**config.mk**
```make
export PLATFORM = sky130hd
export DESIGN_NAME = h264_access_unit_splitter_unit
export DESIGN_NICKNAME = d
export VERILOG_FILES = /design/src/hw/rtl/aus_pkg.sv /design/src/hw/rtl/h264_access_unit_splitter_unit.sv /design/src/hw/rtl/aus_front.sv /design/src/hw/rtl/aus_queue.sv /design/src/hw/rtl/aus_back.sv
export SDC_FILE = /design/constraint.sdc
export NUM_CORES = 1
export LEC_CHECK = 0
export ABC_CLOCK_PERIOD_IN_PS = 5200
export BUFFER_PORTS_ARGS = -buffer_cell sky130_fd_sc_hd__buf_2
export CORE_MARGIN = 3
export CORE_UTILIZATION = 42
export DETAILED_ROUTE_END_ITERATION = 7
export PLACE_DENSITY_LB_ADDON = 0.05
export SYNTH_ARGS = -nofsm -noshare
export SYNTH_HDL_FRONTEND = slang
export SYNTH_SLANG_ARGS = --single-unit
```
**constraint.sdc**
```tcl
create_clock -name clk -period 5.2 [get_ports clk]
set_input_delay 1.04 -clock clk [delete_from_list [all_inputs] [get_ports clk]]
set_output_delay 1.04 -clock clk [all_outputs]
set_load 0.1 [all_outputs]
```
**src/hw/rtl/aus_pkg.sv**
```systemverilog
package aus_pkg;

    localparam int WIN_DEPTH  = 7;
    localparam int LOOK_DEPTH = 6;

    localparam logic [4:0] NAL_SLICE = 5'd1;
    localparam logic [4:0] NAL_IDR   = 5'd5;
    localparam logic [4:0] NAL_SEI   = 5'd6;
    localparam logic [4:0] NAL_SPS   = 5'd7;
    localparam logic [4:0] NAL_PPS   = 5'd8;

    localparam logic [2:0] SKIP_COUNT   = 3'd3;
    localparam logic [2:0] FILL_EXAMINE = 3'd6;
    localparam logic [2:0] FILL_FULL    = 3'd7;

    typedef struct packed {
        logic [WIN_DEPTH-1:0][7:0] bytes;
        logic [2:0]                count;
        logic                      close;
        logic                      fin;
        logic                      no_pic;
    } aus_entry_t;

endpackage

```
**src/hw/rtl/h264_access_unit_splitter_unit.sv**
```systemverilog
// Channel   Direction  Handshake     Payload
// input     in         push / full   data_byte, stream_end
// result    out        pop / empty   out_byte, unit_last, no_picture, stream_last
//
// One byte is accepted per cycle while full is low; each request leaves the look-ahead window six
// bytes later, with a register stage on the result side.
// The last byte of a stream releases up to seven bytes, one per cycle unless pop stalls them,
// from the entry queue; full rises only when that queue of QUEUE_DEPTH entries fills.
// Reset clears the window fill, picture and skip state and empties the queue.
// Either side may stall without loss; the queue decouples them.
module h264_access_unit_splitter_unit
    import aus_pkg::*;
#(
    parameter int QUEUE_DEPTH = 4
)
(
    input  logic       clk,
    input  logic       rst_n,
    input  logic       push,
    output logic       full,
    input  logic [7:0] data_byte,
    input  logic       stream_end,
    output logic       empty,
    input  logic       pop,
    output logic [7:0] out_byte,
    output logic       unit_last,
    output logic       no_picture,
    output logic       stream_last
);

    aus_entry_t entry;
    aus_entry_t head;
    logic       entry_valid;
    logic       head_valid;
    logic       head_pop;
    logic       accept;

    assign accept = push && !full;

    aus_front u_front (
        .clk         (clk),
        .rst_n       (rst_n),
        .accept      (accept),
        .data_byte   (data_byte),
        .stream_end  (stream_end),
        .entry       (entry),
        .entry_valid (entry_valid)
    );

    aus_queue #(
        .DEPTH (QUEUE_DEPTH)
    ) u_queue (
        .clk        (clk),
        .rst_n      (rst_n),
        .wr_en      (entry_valid),
        .wr_entry   (entry),
        .rd_en      (head_pop),
        .head       (head),
        .head_valid (head_valid),
        .full       (full)
    );

    aus_back u_back (
        .clk         (clk),
        .rst_n       (rst_n),
        .head        (head),
        .head_valid  (head_valid),
        .head_pop    (head_pop),
        .pop         (pop),
        .empty       (empty),
        .out_byte    (out_byte),
        .unit_last   (unit_last),
        .no_picture  (no_picture),
        .stream_last (stream_last)
    );

`ifndef SYNTH
    a_stream_last_ends_unit: assert property (@(posedge clk) disable iff (!rst_n)
        (!empty && stream_last) |-> unit_last)
        else $error("stream_last without unit_last");

    a_no_picture_ends_unit: assert property (@(posedge clk) disable iff (!rst_n)
        (!empty && no_picture) |-> unit_last)
        else $error("no_picture without unit_last");

    a_full_has_result: assert property (@(posedge clk) disable iff (!rst_n)
        full |-> !empty)
        else $error("queue full while no result is offered");
`endif

endmodule

```
**src/hw/rtl/aus_front.sv**
```systemverilog
module aus_front
    import aus_pkg::*;
(
    input  logic       clk,
    input  logic       rst_n,
    input  logic       accept,
    input  logic [7:0] data_byte,
    input  logic       stream_end,
    output aus_entry_t entry,
    output logic       entry_valid
);

    logic [LOOK_DEPTH-1:0][7:0] win_reg;
    logic [LOOK_DEPTH-1:0][7:0] win_next;
    logic [2:0]                 fill_reg;
    logic [2:0]                 fill_next;
    logic                       pic_reg;
    logic                       pic_next;
    logic [2:0]                 skip_reg;
    logic [2:0]                 skip_next;

    logic [WIN_DEPTH-1:0][7:0]  w;
    logic [LOOK_DEPTH-1:0][7:0] eb;
    logic [2:0]                 fill_new;
    logic                       m3;
    logic                       m4;
    logic [7:0]                 hdr;
    logic [7:0]                 nxt;
    logic [4:0]                 nal_type;
    logic                       first;
    logic                       close;
    logic                       pic_exam;
    logic [2:0]                 skip_exam;
    logic [2:0]                 count;

    // The start position examined is the oldest byte while filling and the
    // second oldest once the window is full.
    always_comb
    begin
        fill_new = fill_reg + 3'd1;
        for (int i = 0; i < LOOK_DEPTH; i++)
        begin
            w[i] = (fill_reg == 3'(i)) ? data_byte : win_reg[i];
        end
        w[WIN_DEPTH-1] = data_byte;
        for (int i = 0; i < LOOK_DEPTH; i++)
        begin
            eb[i] = (fill_new == FILL_FULL) ? w[i+1] : w[i];
        end

        m3 = (eb[0] == 8'h00) && (eb[1] == 8'h00) && (eb[2] == 8'h01);
        m4 = (eb[0] == 8'h00) && (eb[1] == 8'h00) && (eb[2] == 8'h00) && (eb[3] == 8'h01);
        hdr = m3 ? eb[3] : eb[4];
        nxt = m3 ? eb[4] : eb[5];
        nal_type = hdr[4:0];
        first = ((nal_type == NAL_IDR) || (nal_type == NAL_SLICE)) && nxt[7];

        close     = 1'b0;
        pic_exam  = pic_reg;
        skip_exam = skip_reg;
        if (fill_new >= FILL_EXAMINE)
        begin
            if (skip_reg != 3'd0)
            begin
                skip_exam = skip_reg - 3'd1;
            end
            else if (m3 || m4)
            begin
                if (pic_reg && ((nal_type == NAL_SPS) || (nal_type == NAL_PPS) ||
                                (nal_type == NAL_SEI) || first))
                begin
                    close    = 1'b1;
                    pic_exam = 1'b0;
                end
                if (!pic_exam && first)
                begin
                    pic_exam  = 1'b1;
                    skip_exam = SKIP_COUNT;
                end
            end
        end

        if (fill_new == FILL_FULL)
        begin
            count = stream_end ? 3'(WIN_DEPTH) : 3'd1;
        end
        else
        begin
            count = stream_end ? fill_new : 3'd0;
        end

        entry.bytes  = w;
        entry.count  = count;
        entry.close  = close;
        entry.fin    = stream_end;
        entry.no_pic = !pic_exam;
        entry_valid  = accept && (count != 3'd0);

        win_next  = eb;
        fill_next = stream_end ? 3'd0 :
                    ((fill_new == FILL_FULL) ? 3'(LOOK_DEPTH) : fill_new);
        pic_next  = stream_end ? 1'b0 : pic_exam;
        skip_next = stream_end ? 3'd0 : skip_exam;
    end

    always_ff @(posedge clk or negedge rst_n)
    begin
        if (!rst_n)
        begin
            fill_reg <= 3'd0;
            pic_reg  <= 1'b0;
            skip_reg <= 3'd0;
        end
        else if (accept)
        begin
            fill_reg <= fill_next;
            pic_reg  <= pic_next;
            skip_reg <= skip_next;
        end
    end

    always_ff @(posedge clk)
    begin
        if (accept)
        begin
            win_reg <= win_next;
        end
    end

endmodule

```
**src/hw/rtl/aus_queue.sv**
```systemverilog
module aus_queue
    import aus_pkg::*;
#(
    parameter int DEPTH = 4
)
(
    input  logic       clk,
    input  logic       rst_n,
    input  logic       wr_en,
    input  aus_entry_t wr_entry,
    input  logic       rd_en,
    output aus_entry_t head,
    output logic       head_valid,
    output logic       full
);

    localparam int PW = (DEPTH > 1) ? $clog2(DEPTH) : 1;
    localparam int CW = $clog2(DEPTH + 1);

    aus_entry_t        slot_reg [DEPTH];
    logic [PW-1:0]     wr_ptr_reg;
    logic [PW-1:0]     wr_ptr_next;
    logic [PW-1:0]     rd_ptr_reg;
    logic [PW-1:0]     rd_ptr_next;
    logic [CW-1:0]     cnt_reg;
    logic [CW-1:0]     cnt_next;

    always_comb
    begin
        wr_ptr_next = wr_ptr_reg;
        rd_ptr_next = rd_ptr_reg;
        cnt_next    = cnt_reg;
        if (wr_en)
        begin
            wr_ptr_next = (wr_ptr_reg == PW'(DEPTH - 1)) ? '0 : wr_ptr_reg + PW'(1);
        end
        if (rd_en)
        begin
            rd_ptr_next = (rd_ptr_reg == PW'(DEPTH - 1)) ? '0 : rd_ptr_reg + PW'(1);
        end
        if (wr_en && !rd_en)
        begin
            cnt_next = cnt_reg + CW'(1);
        end
        else if (rd_en && !wr_en)
        begin
            cnt_next = cnt_reg - CW'(1);
        end
    end

    always_ff @(posedge clk or negedge rst_n)
    begin
        if (!rst_n)
        begin
            wr_ptr_reg <= '0;
            rd_ptr_reg <= '0;
            cnt_reg    <= '0;
        end
        else
        begin
            wr_ptr_reg <= wr_ptr_next;
            rd_ptr_reg <= rd_ptr_next;
            cnt_reg    <= cnt_next;
        end
    end

    always_ff @(posedge clk)
    begin
        if (wr_en)
        begin
            slot_reg[wr_ptr_reg] <= wr_entry;
        end
    end

    assign head       = slot_reg[rd_ptr_reg];
    assign head_valid = (cnt_reg != CW'(0));
    assign full       = (cnt_reg == CW'(DEPTH));

endmodule

```
**src/hw/rtl/aus_back.sv**
```systemverilog
module aus_back
    import aus_pkg::*;
(
    input  logic       clk,
    input  logic       rst_n,
    input  aus_entry_t head,
    input  logic       head_valid,
    output logic       head_pop,
    input  logic       pop,
    output logic       empty,
    output logic [7:0] out_byte,
    output logic       unit_last,
    output logic       no_picture,
    output logic       stream_last
);

    logic [2:0] idx_reg;
    logic [2:0] idx_next;
    logic       valid_reg;
    logic       valid_next;
    logic [7:0] byte_reg;
    logic       ul_reg;
    logic       np_reg;
    logic       sl_reg;
    logic       load;
    logic       last;
    logic       fin_last;

    always_comb
    begin
        load     = head_valid && (!valid_reg || pop);
        last     = (idx_reg == (head.count - 3'd1));
        fin_last = head.fin && last;
        head_pop = load && last;
        idx_next = idx_reg;
        if (load)
        begin
            idx_next = last ? 3'd0 : idx_reg + 3'd1;
        end
        valid_next = valid_reg;
        if (load)
        begin
            valid_next = 1'b1;
        end
        else if (pop)
        begin
            valid_next = 1'b0;
        end
    end

    always_ff @(posedge clk or negedge rst_n)
    begin
        if (!rst_n)
        begin
            idx_reg   <= 3'd0;
            valid_reg <= 1'b0;
        end
        else
        begin
            idx_reg   <= idx_next;
            valid_reg <= valid_next;
        end
    end

    always_ff @(posedge clk)
    begin
        if (load)
        begin
            byte_reg <= head.bytes[idx_reg];
            ul_reg   <= fin_last || ((idx_reg == 3'd0) && head.close);
            np_reg   <= fin_last && head.no_pic;
            sl_reg   <= fin_last;
        end
    end

    assign empty       = !valid_reg;
    assign out_byte    = byte_reg;
    assign unit_last   = ul_reg;
    assign no_picture  = np_reg;
    assign stream_last = sl_reg;

endmodule

```
Word level (Yosys, flattened, before mapping):

Memory sizes are Yosys's and may differ from the RTL's.
Cells that the tools add are included.

* logic and storage cells: 137
* memories kept: 1
* RAM bits: 248
* flip-flop bits (word level): 77

* reduce and logical (&&, ||, !) cells: 43
* equality and inequality tests: 17
* add/subtract/negate cells: 8
* multiplexer cells: 48
* order comparisons: 2

Memory list
* u_queue.slot_reg: words 4, width 62, read ports 1, clocked after memory_dff 0, write ports 1, line aus_queue.sv:20 `aus_entry_t slot_reg [DEPTH];`

Operator list (count)
* 8-bit two-way mux: 14
* 3-bit two-way mux: 13
* 8-bit binary-select mux with 3-bit select: 1
* 8-bit zero test: 3
* 1-bit two-way mux: 17
* 8-bit by 1-bit == test with 1-bit output (second input constant): 2
* 1-bit logical AND: 16
* 5-bit by 3-bit == test with 1-bit output (second input constant): 3
* 3-bit nonzero test: 5
* 3-bit == test (second input constant): 4
* 3-bit by 1-bit adder with 3-bit output (second input constant): 3
* 3-bit by 1-bit subtractor with 3-bit output (second input constant): 3
* 1-bit logical OR: 7
* 3-bit by 2-bit == test with 1-bit output (second input constant): 2
* 1-bit zero test: 6
* 3-bit zero test: 2
* 2-bit nonzero test: 3
* 5-bit by 1-bit == test with 1-bit output (second input constant): 1
* 5-bit by 4-bit == test with 1-bit output (second input constant): 1
* 5-bit two-way mux: 1
* 2-bit by 1-bit adder with 2-bit output (second input constant): 2
* 2-bit == test (second input constant): 2
* 3-bit by 4-bit < comparator with 1-bit output (second input constant): 1
* 2-bit two-way mux: 2
* other kinds (4): 4

Depth between registers and ports, before layout:

Gate-level depths: netlist (run 1).

* depth in word-level cells: 23
* gate-level depth with buffers: 17
* mapped depth without buffers: 14

Cells and area by module:

From an unflattened synthesis (run 1), not the netlist that was laid out.

* cell total of the unflattened synthesis: 868
* area total of the unflattened synthesis: 14570.2 um^2

By module, submodules not included
* aus_queue: instances 1, cells an instance 361, sequential area each 7622.3 um^2, area an instance 9437.8 um^2
* aus_front: instances 1, cells an instance 404, sequential area each 1616.6 um^2, area an instance 3975.1 um^2
* aus_back: instances 1, cells an instance 102, sequential area each 430.4 um^2, area an instance 1143.6 um^2
* h264_access_unit_splitter_unit: instances 1, cells an instance 1, sequential area each 0.0 um^2, area an instance 13.8 um^2

Worst setup path after synthesis (run 1):

OpenSTA, ideal clock, no wires.

* path kind: reg2reg
* from: register u_queue.cnt_reg[0]
* to: memory u_queue.slot_reg[0][0] (netlist bit) (enable)
* setup slack: -0.215 ns
* library setup time: 0.537 ns
* required time: 4.663 ns
* path buffers: 1
* stages on the path, launching flop included: 7
* period minus slack after synthesis: 5.415 ns
* data arrival time: 4.878 ns
* cells stage by stage: dfrtp_1 -> nor3b_1 -> nand2b_1 -> buf_6 -> inv_1 -> o31a_1 -> and2_1

* cells in the longest elaborated chain, start to end: 6

RTL lines
* start, declared: line aus_queue.sv:25 `logic [CW-1:0] cnt_reg;`
* start signal, assigned: line aus_queue.sv:63 `cnt_reg <= cnt_next;`
* 3-bit == test: line aus_queue.sv:77 `assign full = (cnt_reg == CW'(DEPTH));`
* net full: line h264_access_unit_splitter_unit.sv:20 `output logic full,`
* 1-bit zero test: line h264_access_unit_splitter_unit.sv:38 `assign accept = push && !full;`
* 1-bit logical AND: line h264_access_unit_splitter_unit.sv:38
* net accept: line h264_access_unit_splitter_unit.sv:36 `logic accept;`
* 1-bit logical AND: line aus_front.sv:97 `entry_valid = accept && (count != 3'd0);`
* net entry_valid: line h264_access_unit_splitter_unit.sv:33 `logic entry_valid;`
* 1-bit two-way mux: line aus_queue.sv:69 `if (wr_en)`
* 1-bit two-way mux (not written as such): line aus_queue.sv:71 `slot_reg[wr_ptr_reg] <= wr_entry;`
* end, declared: line aus_queue.sv:20

The timed path passes the listed nets, and every way through them passes these cells.

Worst setup path in the final report (run 1):

* from: register u_queue.rd_ptr_reg[0]
* to: register u_queue.cnt_reg[1]

* cells in the longest elaborated chain, start to end: 7
* elaborated cells between the ends (all ways): 9
* those cells by class: add/sub (1); eq/ne (1); mux (1); reduce/logical (5); memory (1)

RTL lines
* start, declared: line aus_queue.sv:23 `logic [PW-1:0] rd_ptr_reg;`
* start signal, assigned: line aus_queue.sv:62 `rd_ptr_reg <= rd_ptr_next;`
* memory read 4 x 62 bit
* 3-bit by 1-bit subtractor with 3-bit output: line aus_back.sv:32 `last = (idx_reg == (head.count - 3'd1));`
* 3-bit == test: line aus_back.sv:32
* 1-bit logical AND: line aus_back.sv:34 `head_pop = load && last;`
* 1-bit zero test: line aus_queue.sv:41 `if (wr_en && !rd_en)`
* 1-bit logical AND: line aus_queue.sv:41
* 3-bit two-way mux: line aus_queue.sv:41
* net u_queue.cnt_next[1]: line aus_queue.sv:26 `logic [CW-1:0] cnt_next;`

The timed path passes the listed nets, and every way through them passes these cells.
A chain may end at the register's enable or synchronous reset.

==> summary.md, run 1 <==
| Metric | Value |
|---|---|
| CTS Sinks | 325 |
| CTS Buffer Depth | 3 |
| Vias | 7367 |
| Pre-CTS setup slack | 1330 ps |
| Setup bufs post-CTS | 0 |
| CP Capture Type | register |
| Io pins | 26 |
| Fin. Hold Viols | 0 |
| Final Max Tran Viols | 0 |
| Routed WL | 31300 microns |
| DRT antenna net count | 0 |
| HP Class | input pin to asynchronous set/reset pin |
| Library cells used by synthesis | 69 |
| Power Dens Cells | 628 nW/um^2 |
| Synthesized Nets | 847 |
| Nets@finish | 874 |
| Avg WL per Cell | 23.8 microns |
| CTS tree | built |
| CTS Buf Count | 36 |
| Number of remaining DRC errors | 0 |
| Max_slew headroom | 0.288 |
| Worst slew pin tran | 1070 ps |
| Multiplexer share of the synthesized area | 0.175 |
| First-pass GRT wire length | 48400 microns |
| Synth Area in Adders | 0.0165 |
| Initial cell density of the core | 0.430 |
| Gate Count Post-Synth | 816 |
| CP max-delay cell | dfrtp_4 |
| Ys async rst share | 0.0554 |
| Setup TNS | 0 ps |
| Unrepaired setup endpoints after global routing | false |
| Crit path top cell by count | inv_1 |
| Die span in y | 189 microns |
| CP Buf/Inv Count | 3 |
| Fin crit share | 0.732 |
| GP Congestion | 0.787 |
| Leakage power | 5.42 nW |
| Drt initial violations | 435 |
| Filler cell count | 2837 |
| PortBufs | 25 |
| Simple-gate share of the synthesized area | 0.0499 |
| Mapped Area | 14100 sq um |
| CP peak stage delay | 880 ps |
| Syn-to-layout area delta | 11.5% |
| GRT Total Usage | 0.178 |
| Worst-path cell chain | mux4_2 > inv_1 > ha_1 > xnor2_1 > nor3_1 > and2_1 > inv_1 > ha_1 > inv_1 > fa_1 > mux2_2 |
| CP required | 5600 ps |
| Final setup vio count | 0 |
| Max-cap violations | 0 |
| Max rail drop VDD | 0.338 mV |
| Core Footprint | 32900 sq um |
| Chip width | 189 microns |
| Initial antenna violation count | 3 |
| Drt first pass iters | 5 |
| Worst skew pair latency | 520 ps |
| Setup Skew | 21.9 ps |
| Dpl cell area | 14700 sq um |
| Cell family with most CP delay | multiplexers |
| Pin count of the biggest net entering global routing | 63 |
| Hold Buf Count CTS | 0 |
| Overflow after GRT | 0 |
| CTS root buf | clkbuf_16 |
| Warnings from Yosys | 0 |
| Vias in the first global route | 7906 |
| Outcome | completed |
| Fin crit period | 3810 ps |
| Die area | 35900 sq um |
| Largest family of logic cells by synthesized area | multiplexers |
| Max reg flops | 248 |
| EDFF count, synth | 307 |
| XOR/XNOR Fraction of Synth Area | 0.00434 |
| Avg Cell Area, Syn | 17.3 sq um |
| Yosys reg bits | 325 |
| Design area | 15800 sq um |
| Compound-Gate Fraction of Synth Area | 0.0417 |
| H-tree Lvls | 2 |
| Worst-path fanout max | 35 |
| Top FF cell, synth | edfxtp_1 |
| Detailed placer's ending HPWL | 19200 microns |
| FP Rows | 66 |
| CP Launch Type | register |
| Final Worst Setup Slack | 1390 ps |
| Post-CTS sizing | 0 |
| CP arrival | 4200 ps |
| Layout cells sized above 1 | 0.264 |
| Register area share after synthesis | 0.684 |
| Critical path class | register to register |
| Vias per cell | 5.62 |
| Clk slew on worst S/H paths | 60 ps |
| Peak Freq | 0.263 GHz |
==> cells in the mapped netlist (all sizes together) (17+ instances only) <==
| master | number | share of area |
|---|---|---|
| inv | 43 | 0.011 |
| buf | 23 | 0.010 |
| dfrtp | 18 | 0.032 |
| o21ai | 21 | 0.0074 |
| mux2 | 45 | 0.036 |
| edfxtp | 307 | 0.65 |
| mux2i | 37 | 0.027 |
| nor2 | 51 | 0.014 |
| nand2 | 27 | 0.0073 |
| mux4 | 70 | 0.11 |
| a21oi | 27 | 0.0096 |
| ha | 17 | 0.015 |
| clkbuf | 22 | 0.0073 |
==> where the power goes <==
group          switching (mW)  internal, mW  total (mW)
clock network           0.969          1.40        2.37
logic                    2.14          1.31        3.45
registers               0.285          3.79        4.08
total                    3.40          6.50        9.90
==> through the flow <==
stage	power (mW)	hold WS, ps	util	std cells
6_report	9.90	474	0.480	1312
5_1_grt	10.5	492	0.479	1310
4_1_cts	10.1	464	0.479	1310
3_5_place_dp	7.65	499	0.446	1247
3_3_place_gp	7.56	471	0.446	1247
2_1_floorplan	6.63	454	-	816
==> cells by family (layout without fill, tap and decap cells) <==
| logic type | after synthesis | after routing |
|---|---|---|
| fa+ha+maj | 18 | 18 |
| xor+xnor | 7 | 7 |
| other cells | 0 | 2 |
| mux | 152 | 152 |
| buf+inv | 88 | 140 |
| simple gates | 136 | 136 |
| flops | 325 | 325 |
| compound gates | 90 | 90 |
==> placed cells by master (no fill, tap or decap), types with 17 or more instances in the layout <==
cell type  count
nand2_1       26
nor2_1        50
clkbuf_16     37
o21ai_0       20
mux2i_1       34
inv_1         41
edfxtp_1     307
mux4_2        70
ha_1          17
mux2_2        43
a21oi_1       27
buf_2         25
==> final cells by class <==
| class | count | area (sq um) | area share |
|---|---|---|---|
| clock buffers | 46 | 960 | 0.0609 |
| flip-flops and latches | 325 | 9670 | 0.614 |
| well taps | 442 | 553 | 0.0351 |
| diodes | 2 | 5.00 | 0.000318 |
| inverters | 43 | 161 | 0.0102 |
| multi-input cells | 403 | 4080 | 0.259 |
| repair buffers | 34 | 193 | 0.0122 |
| clock inverters | 17 | 131 | 0.00834 |
==> path summary, 6_finish.rpt <==
kind	start	end	slack, ps	cells past startpoint
worst max-delay path	u_queue.rd_ptr_reg[0]	u_queue.cnt_reg[1]	1390	11
worst min-delay path	rst_n	u_front.fill_reg[1]	470	1
worst max register to register	u_queue.rd_ptr_reg[0]	u_queue.cnt_reg[1]	1390	11
worst min register to register	u_front.skip_reg[1]	u_front.skip_reg[1]	510	2
max in group asynchronous	rst_n	u_queue.rd_ptr_reg[0]	4370	1
min in group clk	u_front.skip_reg[1]	u_front.skip_reg[1]	510	2
==> per-layer routing <==
| metal | GRT usage | up-vias | share of wire |
|---|---|---|---|
| li1 | - | 3287 | - |
| met1 | 0.242 | 3861 | 0.44 |
| met2 | 0.295 | 171 | 0.49 |
| met3 | 0.0311 | 48 | 0.042 |
| met4 | 0.0532 | 0 | 0.026 |
| met5 | 0 | - | 0 |
(Power assumes the default switching activity.)
==> run 2: changes to the inputs <==
ABC_CLOCK_PERIOD_IN_PS = 3800   (was 5200)
clock period = 3.8 ns   (was 5.2 ns; I/O delays follow)
==> run 2 against run 1 <==
Critical path depth is the same. Wire length grew 1.8%. Design area grew 1.7%. First-iteration DRC count shrank 0.46%. Worst setup slack lost 950 ps. Largest power group unchanged.
==> summary.md, run 2 (same netlist as run 1, synthesis figures left out) <==
| Metric | Value |
|---|---|
| CTS Buffer Depth | 3 (unchanged) |
| CTS Sinks | 325 (unchanged) |
| Drt initial violations | 433 (was 435) |
| FF-to-FF path depth | 11 (unchanged) |
| CP max-delay cell | dfrtp_1 (was dfrtp_4) |
| CP required | 4090 ps (was 5600 ps) |
| Worst skew pair latency | 510 ps (was 520 ps) |
| Crit Reg-Reg Startpoint | u_front.fill_reg[1] (was u_queue.rd_ptr_reg[0]) |
| N_diodes | 0 (was 2) |
| CTS root buf | clkbuf_16 (unchanged) |
| H-tree Lvls | 2 (unchanged) |
| Initial cell density of the core | 0.430 (unchanged) |
| Critical Path End | u_queue.slot_reg[0][0] (was u_queue.cnt_reg[1]) |
| Final Max Tran Viols | 0 (unchanged) |
| Worst path depth | 11 (unchanged) |
| Nets@finish | 889 (was 874) |
| Critical path class | register to register (unchanged) |
| Initial antenna violation count | 2 (was 3) |
| Commonest non-fill, non-tap cell in the layout | edfxtp_1 (unchanged) |
| Overflow after GRT | 0 (unchanged) |
| HP Class | input pin to asynchronous set/reset pin (unchanged) |
| PortBufs | 25 (unchanged) |
| Outcome | completed (unchanged) |
| Multi-input logic area | 4090 sq um (was 4080 sq um) |
| Layout cells sized above 1 | 0.285 (was 0.264) |
| Total power | 13.9 mW (was 9.90 mW) |
| CP Launch Point | u_front.fill_reg[1] (was u_queue.rd_ptr_reg[0]) |
| Io pins | 26 (unchanged) |
| Number of remaining DRC errors | 0 (unchanged) |
| Crit Reg-Reg Endpoint | u_queue.slot_reg[0][0] (was u_queue.cnt_reg[1]) |
| Leakage power | 5.57 nW (was 5.42 nW) |
| GP Congestion | 0.861 (was 0.787) |
| Final setup vio count | 0 (unchanged) |
| Peak Freq | 0.298 GHz (was 0.263 GHz) |
| Hold slack final | 207 ps (was 474 ps) |
| CP Capture Type | register (unchanged) |
| Cell family with most CP delay | compound AO/OA/AOI/OAI gates (was multiplexers) |
| CP arrival | 3650 ps (was 4200 ps) |
| Worst-path cell chain | ha_1 > ha_1 > nor2b_2 > buf_4 > mux2_2 > o221a_2 > nor4_1 > a31o_1 > a22o_2 > a31oi_1 > a31oi_1 (was mux4_2 > inv_1 > ha_1 > xnor2_1 > nor3_1 > and2_1 > inv_1 > ha_1 > inv_1 > fa_1 > mux2_2) |
| CP Launch Type | register (unchanged) |
| CP peak stage delay | 420 ps (was 880 ps) |
| Avg WL per Cell | 24.0 microns (was 23.8 microns) |
| Worst slew pin tran | 1010 ps (was 1070 ps) |
| CTS tree | built (unchanged) |
| Fin crit period | 3360 ps (was 3810 ps) |
| Detailed placer's ending HPWL | 20000 microns (was 19200 microns) |
| Chip width | 189 microns (unchanged) |
| Pin count of the biggest net entering global routing | 63 (unchanged) |
| Core Footprint | 32900 sq um (unchanged) |
| CTS Buf Count | 36 (unchanged) |
| Worst-path fanout max | 13 (was 35) |
| DRT antenna net count | 0 (unchanged) |
| Max rail drop VDD | 0.557 mV (was 0.338 mV) |
| Setup bufs post-CTS | 0 (unchanged) |
| Filler cell count | 2813 (was 2837) |
| First-pass GRT wire length | 49100 microns (was 48400 microns) |
| Hold Buf Count CTS | 0 (unchanged) |
| Fin. Hold Viols | 0 (unchanged) |
| GRT Total Usage | 0.182 (was 0.178) |
| Post-CTS sizing | 0 (unchanged) |
| Die area | 35900 sq um (unchanged) |
| Reg area | 9670 sq um (unchanged) |
| Setup Skew | 19.3 ps (was 21.9 ps) |
| Vias | 7417 (was 7367) |
| Clk slew on worst S/H paths | 60 ps (about the same) |
| Max_slew headroom | 0.325 (was 0.288) |
| Vias per cell | 5.60 (was 5.62) |
| Drt first pass iters | 5 (unchanged) |
| Syn-to-layout area delta | 13.4% (was 11.5%) |
| FP Rows | 66 (unchanged) |
| Max reg flops | 248 (unchanged) |
| Power Dens Cells | 870 nW/um^2 (was 628 nW/um^2) |
| Setup TNS | 0 ps (unchanged) |
| Die span in y | 189 microns (unchanged) |
| CP Buf/Inv Count | 1 (was 3) |
| Most frequent cells in the layout | edfxtp_1, mux4_2, nor2_1 (unchanged) |
| Unrepaired setup endpoints after global routing | false (unchanged) |
| Vias in the first global route | 7817 (was 7906) |
| Fin crit share | 0.884 (was 0.732) |
| Routed WL | 31800 microns (was 31300 microns) |
| Register-to-register path setup slack | 440 ps (was 1390 ps) |
| Max-cap violations | 0 (unchanged) |
[run 2: cell count changes in the layout (fill, tap and decap cells not counted), sizes merged]
cell / change
buf: +15
bufinv: +4
clkbuf: -4
clkinv: -1
clkinvlp: +2
diode: -2
inv: -2
[run 2: how the worst min path moves through the flow]
stage                              startpoint                  end  slack [ps]  cells after the start
final                                   rst_n  u_front.skip_reg[1]         210                      1
after detailed placement   u_queue.cnt_reg[2]   u_queue.cnt_reg[2]         490                      1
after CTS                               rst_n    u_back.idx_reg[0]         200                      1
after global placement    u_front.skip_reg[1]  u_front.skip_reg[1]         470                      2
after global routing                    rst_n    u_back.idx_reg[0]         230                      1
after floorplan           u_front.skip_reg[1]  u_front.skip_reg[1]         450                      2
[run 2: report_power, final]
part	switching, mW	leakage, nW	total, mW	internal, mW
Combinational	3.04	1.93	4.91	1.87
Sequential	0.310	3.05	5.49	5.18
Clock	1.33	0.587	3.54	2.21
[run 2: final cells by class]
class	instances	share of cell area
inverters	43	0.0101
repair buffers	49	0.0214
well taps	442	0.0345
multi-input cells	403	0.255
clock buffers	42	0.0602
clock inverters	20	0.0153
flip-flops and latches	325	0.604
[run 2: routing by layer]
metal / vias up / part of all wire / global-route usage
li1: 3315 / - / -
met1: 3847 / 0.44 / 0.252
met2: 198 / 0.50 / 0.306
met3: 53 / 0.047 / 0.0287
met4: 4 / 0.017 / 0.0432
met5: - / 0.00097 / 0
[run 2: stage by stage]
stage | util | setup WS, ps | instances | area, sq um
after CTS | 0.488 | 447 | 1324 | 16000
after floorplan | - | 71.4 | 816 | 14200
after global routing | 0.488 | 120 | 1324 | 16000
after global placement | 0.451 | 514 | 1262 | 14800
final | 0.488 | 440 | 1324 | 16000
after detailed placement | 0.451 | 484 | 1262 | 14800
[run 2: worst register-to-register path, delay by kind of cell, from the launching register on]
kind | cells | cell delay, ps
flip-flops | 1 | 420
adder cells (fa/ha/maj) | 2 | 540
AND/OR/NAND/NOR | 2 | 530
AO/OA/AOI/OAI | 5 | 1010
buffers and inverters | 1 | 240
multiplexers | 1 | 410
